<file path="config.mk">
export PLATFORM = sky130hd
export DESIGN_NAME = spi_sd_card_responder
export DESIGN_NICKNAME = d
export VERILOG_FILES = /design/src/rtl/ssr_pkg.sv /design/src/rtl/ssr_ram.sv /design/src/rtl/ssr_ring.sv /design/src/rtl/spi_sd_card_responder.sv
export SDC_FILE = /design/constraint.sdc
export NUM_CORES = 1
export LEC_CHECK = 0
export ABC_CLOCK_PERIOD_IN_PS = 13700
export BUFFER_PORTS_ARGS = -buffer_cell sky130_fd_sc_hd__buf_2
export CAP_MARGIN = 20
export CORE_MARGIN = 3
export CORE_UTILIZATION = 62
export CTS_CLUSTER_DIAMETER = 80
export DETAILED_ROUTE_END_ITERATION = 12
export MAX_ROUTING_LAYER = met4
export PLACE_DENSITY = 0.78
export SYNTH_ARGS = -nofsm -noshare
export SYNTH_HDL_FRONTEND = slang
export SYNTH_SLANG_ARGS = --single-unit
</file>
<file path="constraint.sdc">
create_clock -name clk -period 13.7 [get_ports clk]
set_clock_uncertainty 0.15 [all_clocks]
set_input_delay 1.37 -clock clk [delete_from_list [all_inputs] [get_ports clk]]
set_output_delay 1.37 -clock clk [all_outputs]
set_load 0.01 [all_outputs]
</file>
<file path="src/rtl/ssr_pkg.sv">
// ----------------------------------------------------------------------------
// ssr_pkg: shared types, constants and reply tables
// Bus codes, register addresses, SD command indexes and the fixed reply
// byte tables used by the SPI-mode SD responder.
// ----------------------------------------------------------------------------
`default_nettype none

package ssr_pkg;

	// Default ring size
	localparam int RING_DEPTH_DEF = 128;

	// Bus operation codes
	localparam logic [1:0] CMD_TICK  = 2'd0;
	localparam logic [1:0] CMD_READ  = 2'd1;
	localparam logic [1:0] CMD_WRITE = 2'd2;

	// Register map (bit 0 of the address is ignored)
	localparam logic [15:0] ADDR_MASK = 16'hFFFE;
	localparam logic [15:0] ADDR_DATA = 16'h0020;
	localparam logic [15:0] ADDR_STAT = 16'h0022;

	// SD framing
	localparam logic [7:0] MISO_IDLE = 8'hFF;
	localparam int         START_BIT = 6;
	localparam logic [2:0] CMD_LEN   = 3'd6;

	// SD command indexes
	localparam logic [5:0] IDX_GO_IDLE  = 6'd0;
	localparam logic [5:0] IDX_SEND_IF  = 6'd8;
	localparam logic [5:0] IDX_APP_OP   = 6'd41;
	localparam logic [5:0] IDX_APP_CMD  = 6'd55;
	localparam logic [5:0] IDX_READ_OCR = 6'd58;

	// Ring operation issued by the sequencer
	typedef struct packed {
		logic clear;
		logic push;
		logic pop;
	} ring_op_t;

	// Number of reply bytes for a command
	function automatic logic [2:0] reply_len(input logic [5:0] idx);
		logic [2:0] n;
		n = 3'd1;
		if (idx == IDX_SEND_IF || idx == IDX_READ_OCR)
			n = 3'd5;
		return n;
	endfunction

	// Reply byte k of a command
	function automatic logic [7:0] reply_byte(input logic [5:0] idx, input logic [2:0] k,
		input logic prefix);
		logic [7:0] b;
		b = 8'h04;
		unique case (idx)
			IDX_GO_IDLE:  b = 8'h01;
			IDX_APP_CMD:  b = 8'h01;
			IDX_APP_OP:   b = prefix ? 8'h00 : 8'h01;
			IDX_SEND_IF: begin
				unique case (k)
					3'd0:    b = 8'h01;
					3'd3:    b = 8'h01;
					3'd4:    b = 8'hAA;
					default: b = 8'h00;
				endcase
			end
			IDX_READ_OCR: begin
				b = (k == 3'd1) ? 8'hC0 : 8'h00;
			end
			default:      b = 8'h04;
		endcase
		return b;
	endfunction

endpackage

`default_nettype wire

</file>
<file path="src/rtl/ssr_ram.sv">
// ----------------------------------------------------------------------------
// ssr_ram: generic single-write, single-read RAM
// One write port and one read port; read data is registered.
// ----------------------------------------------------------------------------
`default_nettype none

module ssr_ram #(
	parameter int WIDTH = 8,
	parameter int DEPTH = 128,
	parameter int ADDR_W = $clog2(DEPTH)
) (
	input  wire logic              clk,
	input  wire logic              we,
	input  wire logic [ADDR_W-1:0] waddr,
	input  wire logic [WIDTH-1:0]  wdata,
	input  wire logic              re,
	input  wire logic [ADDR_W-1:0] raddr,
	output logic      [WIDTH-1:0]  rdata
);

	logic [WIDTH-1:0] mem_q [DEPTH];
	logic [WIDTH-1:0] rdata_q;

	// Write port
	always_ff @(posedge clk) begin
		if (we)
			mem_q[waddr] <= wdata;
	end

	// Registered read port
	always_ff @(posedge clk) begin
		if (re)
			rdata_q <= mem_q[raddr];
	end

	assign rdata = rdata_q;

endmodule

`default_nettype wire

</file>
<file path="src/rtl/ssr_ring.sv">
// ----------------------------------------------------------------------------
// ssr_ring: reply byte ring
// Head/tail pointers over a RAM. A push onto a full ring drops the oldest
// byte; a pop on an empty ring issues no read.
// ----------------------------------------------------------------------------
`default_nettype none

module ssr_ring #(
	parameter int RING_DEPTH = 128
) (
	input  wire logic              clk,
	input  wire logic              arst_n,
	input  wire ssr_pkg::ring_op_t op,
	input  wire logic [7:0]        push_data,
	output logic                   empty,
	output logic [7:0]             pop_data,
	output logic                   overfull
);
	import ssr_pkg::*;

	localparam int PTR_W = $clog2(RING_DEPTH);
	localparam logic [PTR_W-1:0] PTR_LAST = PTR_W'(RING_DEPTH - 1);

	logic [PTR_W-1:0] head_q;
	logic [PTR_W-1:0] tail_q;
	logic [PTR_W-1:0] head_nx;
	logic [PTR_W-1:0] tail_nx;

	// Pointer advance with wrap at the ring end
	assign head_nx = (head_q == PTR_LAST) ? '0 : head_q + 1'b1;
	assign tail_nx = (tail_q == PTR_LAST) ? '0 : tail_q + 1'b1;

	assign empty    = (head_q == tail_q);
	assign overfull = (head_q > PTR_LAST) || (tail_q > PTR_LAST);

	// Pointer update
	always_ff @(posedge clk or negedge arst_n) begin
		if (!arst_n) begin
			head_q <= '0;
			tail_q <= '0;
		end else begin
			priority if (op.clear) begin
				head_q <= '0;
				tail_q <= '0;
			end else if (op.push) begin
				if (tail_nx == head_q)
					head_q <= head_nx;
				tail_q <= tail_nx;
			end else if (op.pop) begin
				if (!empty)
					head_q <= head_nx;
			end
		end
	end

	ssr_ram #(
		.WIDTH (8),
		.DEPTH (RING_DEPTH),
		.ADDR_W(PTR_W)
	) u_ram (
		.clk  (clk),
		.we   (op.push && !op.clear),
		.waddr(tail_q),
		.wdata(push_data),
		.re   (op.pop && !op.clear && !empty),
		.raddr(head_q),
		.rdata(pop_data)
	);

endmodule

`default_nettype wire

</file>
<file path="src/rtl/spi_sd_card_responder.sv">
// ----------------------------------------------------------------------------
// spi_sd_card_responder: SPI controller with SD-card responder
// Bus-driven SPI port with an SD card in SPI mode behind it.
// ----------------------------------------------------------------------------
// An item is taken when start is high and busy is low; its single result
// appears on rdata with done high for exactly one cycle and cannot be held
// off. Ticks, reads, control writes, select-high data writes and unknown
// operations return their result in the cycle after acceptance and leave
// busy low. A data write with select low goes through ST_POP and then
// ST_POP_WAIT before its result (one pop read from the reply RAM with
// registered data); a write that completes a 6-byte command first pushes
// its reply through the single RAM write port in ST_PUSH, one byte a
// cycle: five bytes for CMD8 and CMD58, one byte for other commands.
// ----------------------------------------------------------------------------
`default_nettype none

module spi_sd_card_responder #(
	parameter int RING_DEPTH = ssr_pkg::RING_DEPTH_DEF
) (
	input  wire logic        clk,
	input  wire logic        arst_n,
	input  wire logic        start,
	output logic             busy,
	input  wire logic [1:0]  cmd,
	input  wire logic [15:0] addr,
	input  wire logic [15:0] wdata,
	output logic             done,
	output logic [15:0]      rdata
);
	import ssr_pkg::*;

	typedef enum logic [1:0] {
		ST_IDLE,
		ST_PUSH,
		ST_POP,
		ST_POP_WAIT
	} state_t;

	state_t      state_q;
	logic        sel_q;
	logic        ready_q;
	logic        pending_q;
	logic [7:0]  miso_q;
	logic [2:0]  count_q;
	logic        prefix_q;
	logic [2:0]  k_q;
	logic        hit_q;
	logic        done_q;
	logic [15:0] rdata_q;
	logic [7:0]  first_q;

	logic        accept;
	logic [15:0] addr_w;
	logic        is_data;
	logic        is_stat;
	logic [2:0]  count_inc;
	logic [5:0]  idx;
	logic        push_last;
	ring_op_t    ring_op;
	logic        ring_empty;
	logic [7:0]  ring_rdata;
	logic        ring_overfull;

	// Input decode
	assign accept    = start && (state_q == ST_IDLE);
	assign addr_w    = addr & ADDR_MASK;
	assign is_data   = (addr_w == ADDR_DATA);
	assign is_stat   = (addr_w == ADDR_STAT);
	assign count_inc = count_q + 3'd1;
	assign idx       = first_q[5:0];
	assign push_last = (k_q == reply_len(idx) - 3'd1);

	// Ring operations from the sequencer
	always_comb begin
		ring_op.clear = accept && (cmd == CMD_WRITE) && is_stat && wdata[1];
		ring_op.push  = (state_q == ST_PUSH);
		ring_op.pop   = (state_q == ST_POP);
	end

	ssr_ring #(
		.RING_DEPTH(RING_DEPTH)
	) u_ring (
		.clk      (clk),
		.arst_n   (arst_n),
		.op       (ring_op),
		.push_data(reply_byte(idx, k_q, prefix_q)),
		.empty    (ring_empty),
		.pop_data (ring_rdata),
		.overfull (ring_overfull)
	);

	// Command first byte, kept only from the start of a command
	always_ff @(posedge clk) begin
		if (accept && cmd == CMD_WRITE && is_data && !sel_q && count_q == 3'd0 &&
			wdata[START_BIT])
			first_q <= wdata[7:0];
	end

	// Sequencer and responder state
	always_ff @(posedge clk or negedge arst_n) begin
		if (!arst_n) begin
			state_q   <= ST_IDLE;
			sel_q     <= 1'b1;
			ready_q   <= 1'b1;
			pending_q <= 1'b0;
			miso_q    <= MISO_IDLE;
			count_q   <= '0;
			prefix_q  <= 1'b0;
			k_q       <= '0;
			hit_q     <= 1'b0;
			done_q    <= 1'b0;
			rdata_q   <= '0;
		end else begin
			done_q <= 1'b0;
			unique case (state_q)
				ST_IDLE: begin
					if (start) begin
						rdata_q <= '0;
						done_q  <= 1'b1;
						unique case (cmd)
							CMD_TICK: begin
								if (pending_q) begin
									pending_q <= 1'b0;
									ready_q   <= 1'b1;
								end
							end
							CMD_READ: begin
								if (is_data)
									rdata_q <= {8'h00, miso_q};
								else if (is_stat)
									rdata_q <= {14'h0000, sel_q, ready_q};
							end
							CMD_WRITE: begin
								if (is_data) begin
									if (sel_q) begin
										miso_q    <= MISO_IDLE;
										ready_q   <= 1'b0;
										pending_q <= 1'b1;
										count_q   <= '0;
									end else begin
										// Result comes after the ring work
										done_q <= 1'b0;
										priority if (count_q == 3'd0) begin
											if (wdata[START_BIT])
												count_q <= 3'd1;
											state_q <= ST_POP;
										end else if (count_inc >= CMD_LEN) begin
											count_q <= '0;
											k_q     <= '0;
											state_q <= ST_PUSH;
										end else begin
											count_q <= count_inc;
											state_q <= ST_POP;
										end
									end
								end else if (is_stat) begin
									sel_q <= wdata[1];
									if (wdata[1]) begin
										count_q  <= '0;
										prefix_q <= 1'b0;
									end
								end
							end
							default: begin
							end
						endcase
					end
				end
				// One reply byte a cycle into the ring
				ST_PUSH: begin
					k_q <= k_q + 3'd1;
					if (push_last) begin
						prefix_q <= (idx == IDX_APP_CMD);
						state_q  <= ST_POP;
					end
				end
				// Issue the pop read
				ST_POP: begin
					hit_q   <= !ring_empty;
					state_q <= ST_POP_WAIT;
				end
				// Take the popped byte and finish the transfer
				ST_POP_WAIT: begin
					miso_q    <= hit_q ? ring_rdata : MISO_IDLE;
					ready_q   <= 1'b0;
					pending_q <= 1'b1;
					rdata_q   <= '0;
					done_q    <= 1'b1;
					state_q   <= ST_IDLE;
				end
				default: state_q <= ST_IDLE;
			endcase
		end
	end

	assign busy  = (state_q != ST_IDLE);
	assign done  = done_q;
	assign rdata = rdata_q;

`ifndef SYNTHESIS
	// A finished ring transfer always yields its result next cycle
	a_pop_done: assert property (@(posedge clk) disable iff (!arst_n)
		state_q == ST_POP_WAIT |=> done_q)
		else $error("pop result not delivered");

	// Every result follows an accepted item or a finished ring transfer
	a_done_src: assert property (@(posedge clk) disable iff (!arst_n)
		done_q |-> ($past(accept) || $past(state_q == ST_POP_WAIT)))
		else $error("result without an item");

	// Select cannot rise while a command reply is being pushed
	a_push_sel: assert property (@(posedge clk) disable iff (!arst_n)
		state_q == ST_PUSH |-> !sel_q)
		else $error("reply push with select high");

	// Ring pointers stay inside the ring
	a_ring_ptr: assert property (@(posedge clk) disable iff (!arst_n)
		!ring_overfull)
		else $error("ring pointer out of range");
`endif

endmodule

`default_nettype wire
</file>
Word-level counts from Yosys, hierarchy flattened:

Memories as Yosys holds them, arrays and structs flattened. A register that Yosys moved wholly into a read port is not among the register bits.
Cells that the tools add are included.

* bits in registers: 58
* word-level logic and storage cells: 170
* RAM bits: 1024
* output and inout bits: 18
* memories: 1
* bits of input ports: 37

Memory list
* u_ring.u_ram.mem_q: depth 128, width 8, rd ports 1, clocked after Yosys merged registers in 1, wr ports 1, line ssr_ram.sv:21 `logic [WIDTH-1:0] mem_q [DEPTH];`

* $add $sub $neg: 5
* equality and inequality tests: 37
* multiplexer cells: 72
* reductions and logical operators: 39
* order comparisons: 1
* bitwise operators: 1

Operator list (count)
* two-way mux 8 bit: 8
* two-way mux 7 bit: 9
* two-way mux 3 bit: 14
* case mux 16 bit (2 select lines): 1
* case mux 8 bit (2 select lines): 2
* case mux 8 bit (4 select lines): 1
* equality test 15 x 5 -> 1 bit (second input constant): 2
* two-way mux 1 bit: 20
* AND reduction 5 bit: 4
* equality test 6 bit (second input constant): 3
* inequality test 2 bit (second input constant): 9
* two-way mux 16 bit: 1
* two-way mux 2 bit: 8
* adder 7 x 1 -> 7 bit (second input constant): 2
* equality test 7 bit: 2
* equality test 7 bit (second input constant): 2
* AND reduction 7 bit: 2
* case mux 1 bit (2 select lines): 6
* AND reduction 6 bit: 2
* nonzero test 2 bit: 6
* logical AND 1 bit: 11
* inequality test 3 bit (second input constant): 3
* case mux 2 bit (4 select lines): 1
* adder 3 x 1 -> 3 bit (second input constant): 2
* 24 further kinds: 34

Depth between registers and ports, before layout:

Gate-level depths: netlist of run 1.

* word-level depth: 9
* gate-level depth with buffers: 12
* mapped depth without buffers: 8

By module:

A second synthesis of run 1 with hierarchy kept.

* cell total of the unflattened synthesis: 2028
* area, all modules: 43375.4 um^2

By module, submodules not included
* ssr_ram: cells an instance 1635, seq. area each 30989.7 um^2, instances 1, area each 39745.6 um^2
* spi_sd_card_responder: cells an instance 224, seq. area each 943.4 um^2, instances 1, area each 2204.6 um^2
* ssr_ring: cells an instance 169, seq. area each 350.3 um^2, instances 1, area each 1425.1 um^2

Least setup slack after synthesis of run 1:

No wires, ideal clock.

* path type: flip-flop to flip-flop
* start: register first_q[0]
* end: memory u_ring.u_ram.mem_q[0][7] (data pin)
* arrival time: 9314 ps
* stages on the path, launching flop included: 4
* buffers on the path: 0
* required time: 13174 ps
* clock period less this slack: 9839 ps
* library setup time: 376 ps
* setup slack: 3861 ps
* cells stage by stage: edfxtp_1 or3b_2 nor4_1 or2_2

* cells in the longest elaborated chain, start to end: 3
* elaborated cells between the ends (all ways): 7
* those cells by class: eq/ne (4); mux (1); reduce/logical (2)

RTL lines
* from (decl): line spi_sd_card_responder.sv:50 `logic [7:0] first_q;`
* from (signal assigned): line spi_sd_card_responder.sv:96 `first_q <= wdata[7:0];`
* equality test 6 bit or zero test 6 bit (tied branches): line ssr_pkg.sv:56 `unique case (idx)`
* OR reduction 2 bit (no line)
* case mux 8 bit (4 select lines) (*): line ssr_pkg.sv:56
* net u_ring.push_data[7]: line ssr_ring.sv:14 `input wire logic [7:0] push_data,`
* to (decl): line ssr_ram.sv:21

The timed path passes the listed nets; every way through them passes the cells marked *.

Final worst setup path of run 1:

* start: register u_ring.head_q[2]
* end: register u_ring.u_ram.rdata_q[5], in the netlist u_ring.u_ram.rdata[5] (read register of u_ring.u_ram.mem_q) (data pin)

* cells in the longest elaborated chain, start to end: 3

RTL lines
* from (decl): line ssr_ring.sv:24 `logic [PTR_W-1:0] head_q;`
* from (signal assigned): line ssr_ring.sv:47 `head_q <= head_nx;`
* from (signal assigned): line ssr_ring.sv:51 `head_q <= head_nx;`
* equality test 7 bit: line ssr_ring.sv:33 `assign empty = (head_q == tail_q);`
* zero test 1 bit
* logical AND 1 bit: line ssr_ring.sv:65 `.re (op.pop && !op.clear && !empty),`
* to (decl): line ssr_ram.sv:22 `logic [WIDTH-1:0] rdata_q;`

Several ways; a longest one is shown, not always the timed one.
A chain may end at the register's enable or synchronous reset.

==> run summary, run 1 <==
Max clock buf depth -> 3
FF+latch count, synth -> 692
initial antenna violation count -> 1
status -> finished, final reports clean
most frequent cells after synthesis -> 651 x edfxtp_1, 179 x nor2_1, 119 x mux4_2
largest net degree at the start of global routing -> 112
worst setup margin -> 9.26 ns
DRT iter0 DRCs -> 1850
die area -> 48500 µm²
Setup WS pre-CTS -> 9.29 ns
Core Region -> 44800 µm²
setup TNS -> 0 ns
Routed WL -> 63300 µm
root buf cell -> clkbuf_16
Yosys cell types -> 72
CTS tree -> done
hold slack -> 0.318 ns
Post-Syn Instances -> 1627
share of layout cells above drive strength 1 -> 0.191
Largest stage delay, worst path -> 1.08 ns
Via Count -> 15400
drt via density -> 6.64
Yosys top cell area share -> 0.687
wl on met1 -> 24000 µm
CP max-delay cell -> nand3_1
crit start category -> flip-flop
Worst Setup End Kind -> flip-flop
leakage -> 10.3 nW
Slew @ Worst Pin -> 1.20 ns
Slew Viols, Final -> 0
die height -> 220 µm
number of global-route vias before repair -> 15300
Final Cycle Share -> 0.324
register area share after synthesis -> 0.724
Worst Reg-to-Reg Cells -> 5
minimum clock period -> 4.44 ns
# setup viols final -> 0
# Post-CTS Setup Buffers -> 0
gp weighted congestion -> 0.871
Worst EP arrival -> 4.52 ns
hpwl dp -> 36500 µm
DRC Markers -> 0
CP Data Required Time -> 13.78 ns
CP Depth -> 5
post-CTS sizing -> 0
CTS Sinks -> 692
slew margin rel. -> 0.200
PwrDens -> 180 nW/µm²
remaining global-route overflow -> 0
Hold Path Class -> flip-flop to flip-flop
Worst-path clk slew -> 0.06 ns
IO Pins -> 55
Post-layout nets -> 1717
Final ANT Viol Nets -> 0
Starting Density -> 0.635
# rows -> 77
crit path kind -> flip-flop to flip-flop
crit path max fanout -> 25
area grow syn2layout -> 10.3%
register-to-register setup slack -> 9.26 ns
Most used DFF post-synth -> edfxtp_1
Syn Area/Cell -> 17.5 µm²
most common cell in the netlist -> edfxtp_1
Async S/R FF share, synth -> 0.0592
WL met2 -> 31200 µm
top layer in use -> met4
top cell type by total area after synthesis -> edfxtp_1
MaxCap Viol Count -> 0
final hold vios -> 0
PortBufs -> 36
Num CTS Buffers -> 68
post-DR wirelength/cell -> 27.4 µm
H-tree depth -> 3
worst vdd ir -> 183 µV
Critical Path, Cell by Cell -> nand3_1 > buf_4 > o221ai_1 > a221oi_1 > o311ai_0
unrepaired setup endpoints after global routing -> false
DR pass1 iterations -> 5
synth top area cells -> edfxtp_1 69%, mux4_2 9.4%, mux2i_1 3.8%
clock latency on the worst-skew pair -> 0.58 ns
max frequency -> 225 MHz
r2r startpoint -> u_ring.head_q[2]
gr usage total -> 0.276
mapped cell area -> 28500 µm²
Setup crit start -> u_ring.head_q[2]
routed wl met3 -> 5880 µm
Yosys warning count -> 0
die width -> 220 µm
crit path to -> u_ring.u_ram.rdata[5]
Post-CTS Hold Buffers -> 0
worst r2r dst -> u_ring.u_ram.rdata[5]
Post-synth EDFFs -> 651
worst path bufs/invs -> 1
Largest delay share family, worst path -> compound AO/OA/AOI/OAI gates
first-pass GRT wire length -> 95600 µm
-- per-layer routing --
layer / vias up / GRT usage
met2: 857 / 0.429
met3: 160 / 0.0463
met4: 0 / 0.107
li1: 6540 / -
met5: - / -
met1: 7803 / 0.376
-- power by group --
part / total, mW / switching, mW / internal [mW]
clock: 1.91 / 0.776 / 1.14
sequential: 2.44 / 0.0987 / 2.34
combinational: 1.32 / 0.756 / 0.560
total: 5.66 / 1.63 / 4.03
-- cells in the final DEF (no fill, tap or decap), types with 10 or more instances in the layout --
master / Yosys / layout
ha_1: 14 / 14
a211oi_1: 10 / 10
nor2_1: 179 / 179
o22ai_1: 19 / 19
mux2i_1: 107 / 107
o21ai_0: 40 / 40
nand3_1: 26 / 25
mux2_2: 19 / 19
o221ai_1: 16 / 16
a21oi_1: 21 / 21
edfxtp_1: 651 / 651
buf_2: 24 / 36
clkinv_1: 1 / 11
dfrtp_1: 33 / 30
inv_1: 16 / 16
mux4_2: 119 / 119
xor2_1: 10 / 10
and3_1: 11 / 10
nand2_1: 73 / 73
buf_4: 25 / 25
clkbuf_16: 0 / 71
-- worst min-delay path, stage by stage, from the launching register on --
cell and delay (ns):
dfrtp_1 0.34, nand2_1 0.05, nand2_1 0.05
-- registers in the layout (all words and copies together), names as in the netlist --
signal              count
rdata                   7
ready_q                 1
state_q                 2
done                    1
first_q                 6
count_q                 3
u_ring.tail_q           7
u_ring.head_q           7
pending_q               1
sel_q                   1
hit_q                   1
miso_q                  6
u_ring.u_ram.rdata      5
k_q                     3
prefix_q                1
u_ring.u_ram.mem_q    640
-- final cells by class --
type,count,area [µm²]
flip-flops and latches,692,20600
fillers,2670,13400
multi-input cells,823,7270
clock buffers,83,1850
well taps,592,741
clock inverters,40,449
repair buffers,63,415
inverters,18,67.6
diodes,1,2.50
-- how the worst min path moves through the flow --
stage / from / endpoint / depth (start not counted)
2_1_floorplan: miso_q[2] / miso_q[2] / 2
3_3_place_gp: rdata[0] / rdata[0] / 2
3_5_place_dp: rdata[0] / rdata[0] / 2
4_1_cts: rdata[0] / rdata[0] / 2
5_1_grt: miso_q[2] / miso_q[2] / 2
6_report: rdata[0] / rdata[0] / 2
-- cell families after synthesis --
logic type | after synthesis | share of synthesized area
AOI/OAI and AO/OA | 171 | 0.0416
xor gates and xnor gates | 14 | 0.00431
adders and majority gates | 14 | 0.00616
buffers and inverters | 119 | 0.0230
DFF | 692 | 0.724
muxes | 249 | 0.143
other | 1 | 0.000132
and+or+nand+nor | 367 | 0.0588
-- per-stage QoR --
step | util | cell area [µm²] | total power [mW] | cells
global placement | 0.649 | 29100 | 3.75 | 2187
floorplan | - | 28500 | 3.46 | 1634
CTS | 0.700 | 31400 | 5.68 | 2310
finish | 0.701 | 31400 | 5.66 | 2312
detailed placement | 0.649 | 29100 | 3.77 | 2187
global route | 0.701 | 31400 | 5.86 | 2312
Note: power is estimated with default switching activity, not from simulation.
==> inputs of run 2 (changes only) <==
ABC_CLOCK_PERIOD_IN_PS = 3800   (was 13700)
CORE_UTILIZATION = 56   (was 62)
PLACE_DENSITY = 0.74   (was 0.78)
clock period = 3.8 ns   (was 13.7 ns; I/O delays follow)
==> run 2 against run 1 <==
Sequential power grew to 3.6 times the previous value. Final cell count increased by 5.1%. Register-to-register slack got worse by 9.1 ns. Setup slack got worse by 9.1 ns. Total power rose to 3.6 times the previous value. Utilization fell by 5.9 points. Flip-flop and latch count stayed put. First-iteration DRC count grew 3.6%. Maximum frequency up 21%. Critical endpoint is now u_ring.u_ram.rdata[6]. Largest cell class unchanged. Largest power group unchanged. Highest routed layer unchanged.
==> run summary, run 2 (synthesis gave the netlist of run 1 again) <==
gp weighted congestion -> 0.857
crit path kind -> flip-flop to flip-flop
# setup viols final -> 0
Critical Path, Cell by Cell -> mux4_2 > mux2i_1 > nor2_1 > a2111oi_0 > buf_4 > o21ai_0 > and4b_1
# rows -> 81
max reg flops -> 640
min-delay src -> addr[1]
# Post-CTS Setup Buffers -> 0
GR peak layer -> met2
DR pass1 iterations -> 6
Comb pwr share -> 0.254
Slew Viols, Final -> 0
Hold Path Sink -> sel_q
highest-count cells in the layout ignoring fill and taps -> 651 x edfxtp_1, 179 x nor2_1, 119 x mux4_2
GRT met3 Usage -> 0.0538
Post-CTS Hold Buffers -> 7
Routed WL -> 62000 µm
first-pass GRT wire length -> 95400 µm
Via Count -> 15400
leakage -> 10.5 nW
final hold vios -> 0
post-DR wirelength/cell -> 25.5 µm
Final Cycle Share -> 0.969
post-CTS sizing -> 0
Worst Setup End Kind -> flip-flop
die height -> 231 µm
sequential share of power -> 0.435
Internal Power -> 14.3 mW
total power -> 20.3 mW
Starting Density -> 0.574
DRC Markers -> 0
Worst EP arrival -> 3.90 ns
Clock Power Share -> 0.311
cell count after placement -> 2299
Reg area -> 20600 µm²
drt via density -> 6.33
final core occ -> 0.641
initial antenna violation count -> 2
# fillers -> 3300
root buf cell -> clkbuf_16
area grow syn2layout -> 11.7%
Largest stage delay, worst path -> 0.84 ns
CP max-delay cell -> dfrtp_4
commonest non-fill, non-tap cell in the layout -> edfxtp_1
CTS tree -> done
Post-layout nets -> 1764
setup TNS -> 0 ns
WHS Path Cells -> 3
non-filler cells, final -> 2429
PortBufs -> 36
MaxCap Viol Count -> 0
hold slack -> 0.0364 ns
r2r startpoint -> u_ring.head_q[0]
Num CTS Buffers -> 69
IO Pins -> 55
CP Data Required Time -> 4.01 ns
H-tree depth -> 3
largest net degree at the start of global routing -> 129
Core Region -> 49600 µm²
register-to-register setup slack -> 0.12 ns
Worst Reg-to-Reg Cells -> 7
number of global-route vias before repair -> 15600
status -> finished, final reports clean
met1 Use GR -> 0.331
Max clock buf depth -> 3
clock latency on the worst-skew pair -> 0.61 ns
slew margin rel. -> 0.320
Final ANT Viol Nets -> 0
Psw -> 5.96 mW
multi-input logic area -> 7290 µm²
die width -> 231 µm
hpwl dp -> 37500 µm
Hold Path Class -> input pin to flip-flop
gr usage total -> 0.246
CTS Sinks -> 692
unrepaired setup endpoints after global routing -> false
die area -> 53500 µm²
crit start category -> flip-flop
worst r2r dst -> u_ring.u_ram.rdata[6]
minimum clock period -> 3.68 ns
remaining global-route overflow -> 0
share of layout cells above drive strength 1 -> 0.202
worst vdd ir -> 359 µV
PwrDens -> 638 nW/µm²
largest reg by FF count -> u_ring.u_ram.mem_q
max frequency -> 272 MHz
Slew @ Worst Pin -> 1.01 ns
met2 Use GR -> 0.377
Switching Fraction -> 0.294
Worst-path clk slew -> 0.06 ns
DRT iter0 DRCs -> 1917
crit path max fanout -> 24
run 2: changes by cell type in the layout (fill, tap and decap cells not counted), moves of 6 or more:
cell	change
buf_12	+14
buf_4	+26
bufinv_16	-8
clkbuf_1	+7
clkinvlp_4	-6
dlygate4sd3_1	+7
run 2: power by group through the flow:
stage / registers, mW / clock network [mW] / logic [mW]
5_1_grt: 8.84 / 6.71 / 5.46
2_1_floorplan: 8.64 / 0 / 3.94
3_5_place_dp: 8.97 / 0 / 5.10
3_3_place_gp: 8.97 / 0 / 5.03
4_1_cts: 8.81 / 6.39 / 5.13
6_report: 8.82 / 6.30 / 5.15
run 2: worst max path at each step:
stage                                 from                  endpoint  slack [ns]  cells past startpoint
after floorplan                 first_q[2]  u_ring.u_ram.mem_q[0][7]       -1.15                      3
after global routing      u_ring.head_q[0]     u_ring.u_ram.rdata[6]        0.02                      7
after detailed placement  u_ring.head_q[0]     u_ring.u_ram.rdata[6]        0.23                      7
final                     u_ring.head_q[0]     u_ring.u_ram.rdata[6]        0.12                      7
after global placement    u_ring.head_q[0]     u_ring.u_ram.rdata[6]        0.13                      7
after CTS                 u_ring.head_q[0]     u_ring.u_ram.rdata[6]        0.20                      7
run 2: final cells by class:
type | instances | area share
Clock inverter | 31 | 0.00602
Antenna cell | 2 | 0.000157
Tap cell | 664 | 0.0261
Clock buffer | 90 | 0.0591
Multi-Input combinational cell | 823 | 0.229
Inverter | 18 | 0.00213
Timing Repair Buffer | 109 | 0.0294
Sequential cell | 692 | 0.648
run 2: critical path, delay by kind of cell (launching register included):
| kind | cells | cell delay, ns |
|---|---|---|
| AO/OA/AOI/OAI | 2 | 0.95 |
| buffers and inverters | 1 | 0.24 |
| flip-flops | 1 | 0.84 |
| AND/OR/NAND/NOR | 2 | 0.32 |
| multiplexers | 2 | 0.90 |
run 2: layer usage:
| metal | share of wire | up-vias |
|---|---|---|
| met5 | 0 | - |
| met4 | 0.029 | 0 |
| met3 | 0.089 | 124 |
| met2 | 0.48 | 733 |
| met1 | 0.40 | 7866 |
| li1 | - | 6646 |
run 2: per-stage QoR:
stage	worst slack, ns	instance area [µm²]
detailed placement	0.229	29600
CTS	0.201	31800
finish	0.118	31800
global route	0.0197	31800
floorplan	-1.15	28500
global placement	0.135	29600
==> inputs of run 3 (changes only) <==
CORE_UTILIZATION = 50   (was 56)
PLACE_DENSITY = 0.67   (was 0.74)
==> run 3 against run 2 <==
Sequential share of layout area down 0.40 points. Hold slack better by 0.068 ns. Routed wire length increased by 2.0%. Register-to-register slack improved by 0.33 ns. Clock-buffer cell count fell by 4. Critical path type unchanged. Critical endpoint is now u_ring.u_ram.rdata[5]. Largest power group unchanged.
==> run summary, run 3 (synthesis gave the netlist of run 1 again) <==
status -> finished, final reports clean
CTS Sinks -> 692
die width -> 245 µm
largest reg by FF count -> u_ring.u_ram.mem_q
final hold vios -> 0
gp weighted congestion -> 0.863
drt via density -> 6.07
CP Data Required Time -> 3.91 ns
Psw -> 6.02 mW
top layer in use -> met4
Worst Setup End Kind -> flip-flop
Largest stage delay, worst path -> 0.69 ns
remaining global-route overflow -> 0
Worst EP arrival -> 3.46 ns
gr usage total -> 0.221
H-tree depth -> 3
final core occ -> 0.574
Comb pwr share -> 0.252
IO Pins -> 55
Final Cycle Share -> 0.881
Final ANT Viol Nets -> 0
Switching Fraction -> 0.292
MaxCap Viol Count -> 0
root buf cell -> clkbuf_16
WL met2 -> 30000 µm
die area -> 59800 µm²
crit path max fanout -> 43
max frequency -> 299 MHz
CTS tree -> done
setup TNS -> 0 ns
register-to-register setup slack -> 0.45 ns
Worst-path clk slew -> 0.06 ns
hpwl dp -> 38700 µm
Routed WL -> 63200 µm
Worst Reg-to-Reg Cells -> 5
unrepaired setup endpoints after global routing -> false
cell count after placement -> 2388
max reg flops -> 640
DRC Markers -> 0
sequential share of power -> 0.426
clock latency on the worst-skew pair -> 0.61 ns
PwrDens -> 643 nW/µm²
Internal Power -> 14.6 mW
post-DR wirelength/cell -> 25.1 µm
Critical Path, Cell by Cell -> buf_12 > buf_4 > mux4_2 > a2111oi_0 > o311ai_0
Num CTS Buffers -> 69
# fillers -> 4239
routed wl met3 -> 4520 µm
worst vdd ir -> 460 µV
commonest non-fill, non-tap cell in the layout -> edfxtp_1
Starting Density -> 0.510
Core Region -> 55700 µm²
# setup viols final -> 0
Via Count -> 15300
DR pass1 iterations -> 5
Inserted Diodes -> 0
initial antenna violation count -> 0
non-filler cells, final -> 2519
Hold Path Class -> input pin to flip-flop
crit start category -> flip-flop
crit path kind -> flip-flop to flip-flop
number of global-route vias before repair -> 15400
share of layout cells above drive strength 1 -> 0.204
first-pass GRT wire length -> 95600 µm
WHS Path Cells -> 4
leakage -> 10.6 nW
DRT iter0 DRCs -> 1481
largest net degree at the start of global routing -> 129
Slew @ Worst Pin -> 0.979 ns
wl on met1 -> 26500 µm
Post-layout nets -> 1771
area grow syn2layout -> 12.4%
PortBufs -> 36
Max clock buf depth -> 3
highest-count cells in the layout ignoring fill and taps -> 651 x edfxtp_1, 179 x nor2_1, 119 x mux4_2
minimum clock period -> 3.35 ns
die height -> 245 µm
slew margin rel. -> 0.348
CP max-delay cell -> dfrtp_4
# rows -> 86
post-CTS sizing -> 0
Clock Power Share -> 0.322
hold slack -> 0.105 ns
Slew Viols, Final -> 0
run 3: worst paths after layout:
| path | startpoint | end |
|---|---|---|
| max | u_ring.head_q[0] | u_ring.u_ram.rdata[5] |
| min | cmd[0] | pending_q |
| max reg2reg | u_ring.head_q[0] | u_ring.u_ram.rdata[5] |
| min reg2reg | rdata[1] | rdata[1] |
| max in group asynchronous | arst_n | u_ring.head_q[0] |
| min in group asynchronous | arst_n | count_q[2] |
run 3: critical path: cells and delay by family (launching register included):
kind            cells  cell delay [ns]
compound gates      2             0.82
buf+inv             2             0.73
flops               1             0.69
mux                 1             0.56
run 3: timing repair:
action | CTS | global route
setup endpoints to repair | 0 | 0
setup buffers | 0 | 0
hold endpoints to repair | 40 | 0
hold buffers | 8 | 0
run 3: layer usage:
metal,vias to the layer above,track usage
met5,-,-
met4,0,0.0837
met3,129,0.0320
met2,633,0.338
met1,7863,0.305
li1,6653,-
run 3: power groups by stage:
stage,sequential [mW],clock (mW),combinational (mW)
5_1_grt,8.77,7.06,5.53
3_3_place_gp,8.90,0,5.12
4_1_cts,8.74,6.74,5.18
6_report,8.75,6.63,5.18
2_1_floorplan,8.64,0,3.94
3_5_place_dp,8.91,0,5.17
run 3: per-stage QoR:
| stage | setup slack, ns | area (µm²) | power (mW) |
|---|---|---|---|
| 4_1_cts | 0.482 | 32000 | 20.7 |
| 5_1_grt | 0.364 | 32000 | 21.4 |
| 6_report | 0.453 | 32000 | 20.6 |
| 3_3_place_gp | 0.528 | 29700 | 14.0 |
| 3_5_place_dp | 0.508 | 29700 | 14.1 |
| 2_1_floorplan | -1.15 | 28500 | 12.6 |
run 3: layout make-up:
class                   instances  area (µm²)  area share
repair buffers                116         923      0.0289
clock inverters                36         344      0.0108
inverters                      18        67.6     0.00211
multi-input cells             823        7290       0.228
flip-flops and latches        692       20600       0.644
clock buffers                  86        1830      0.0573
well taps                     748         936      0.0293
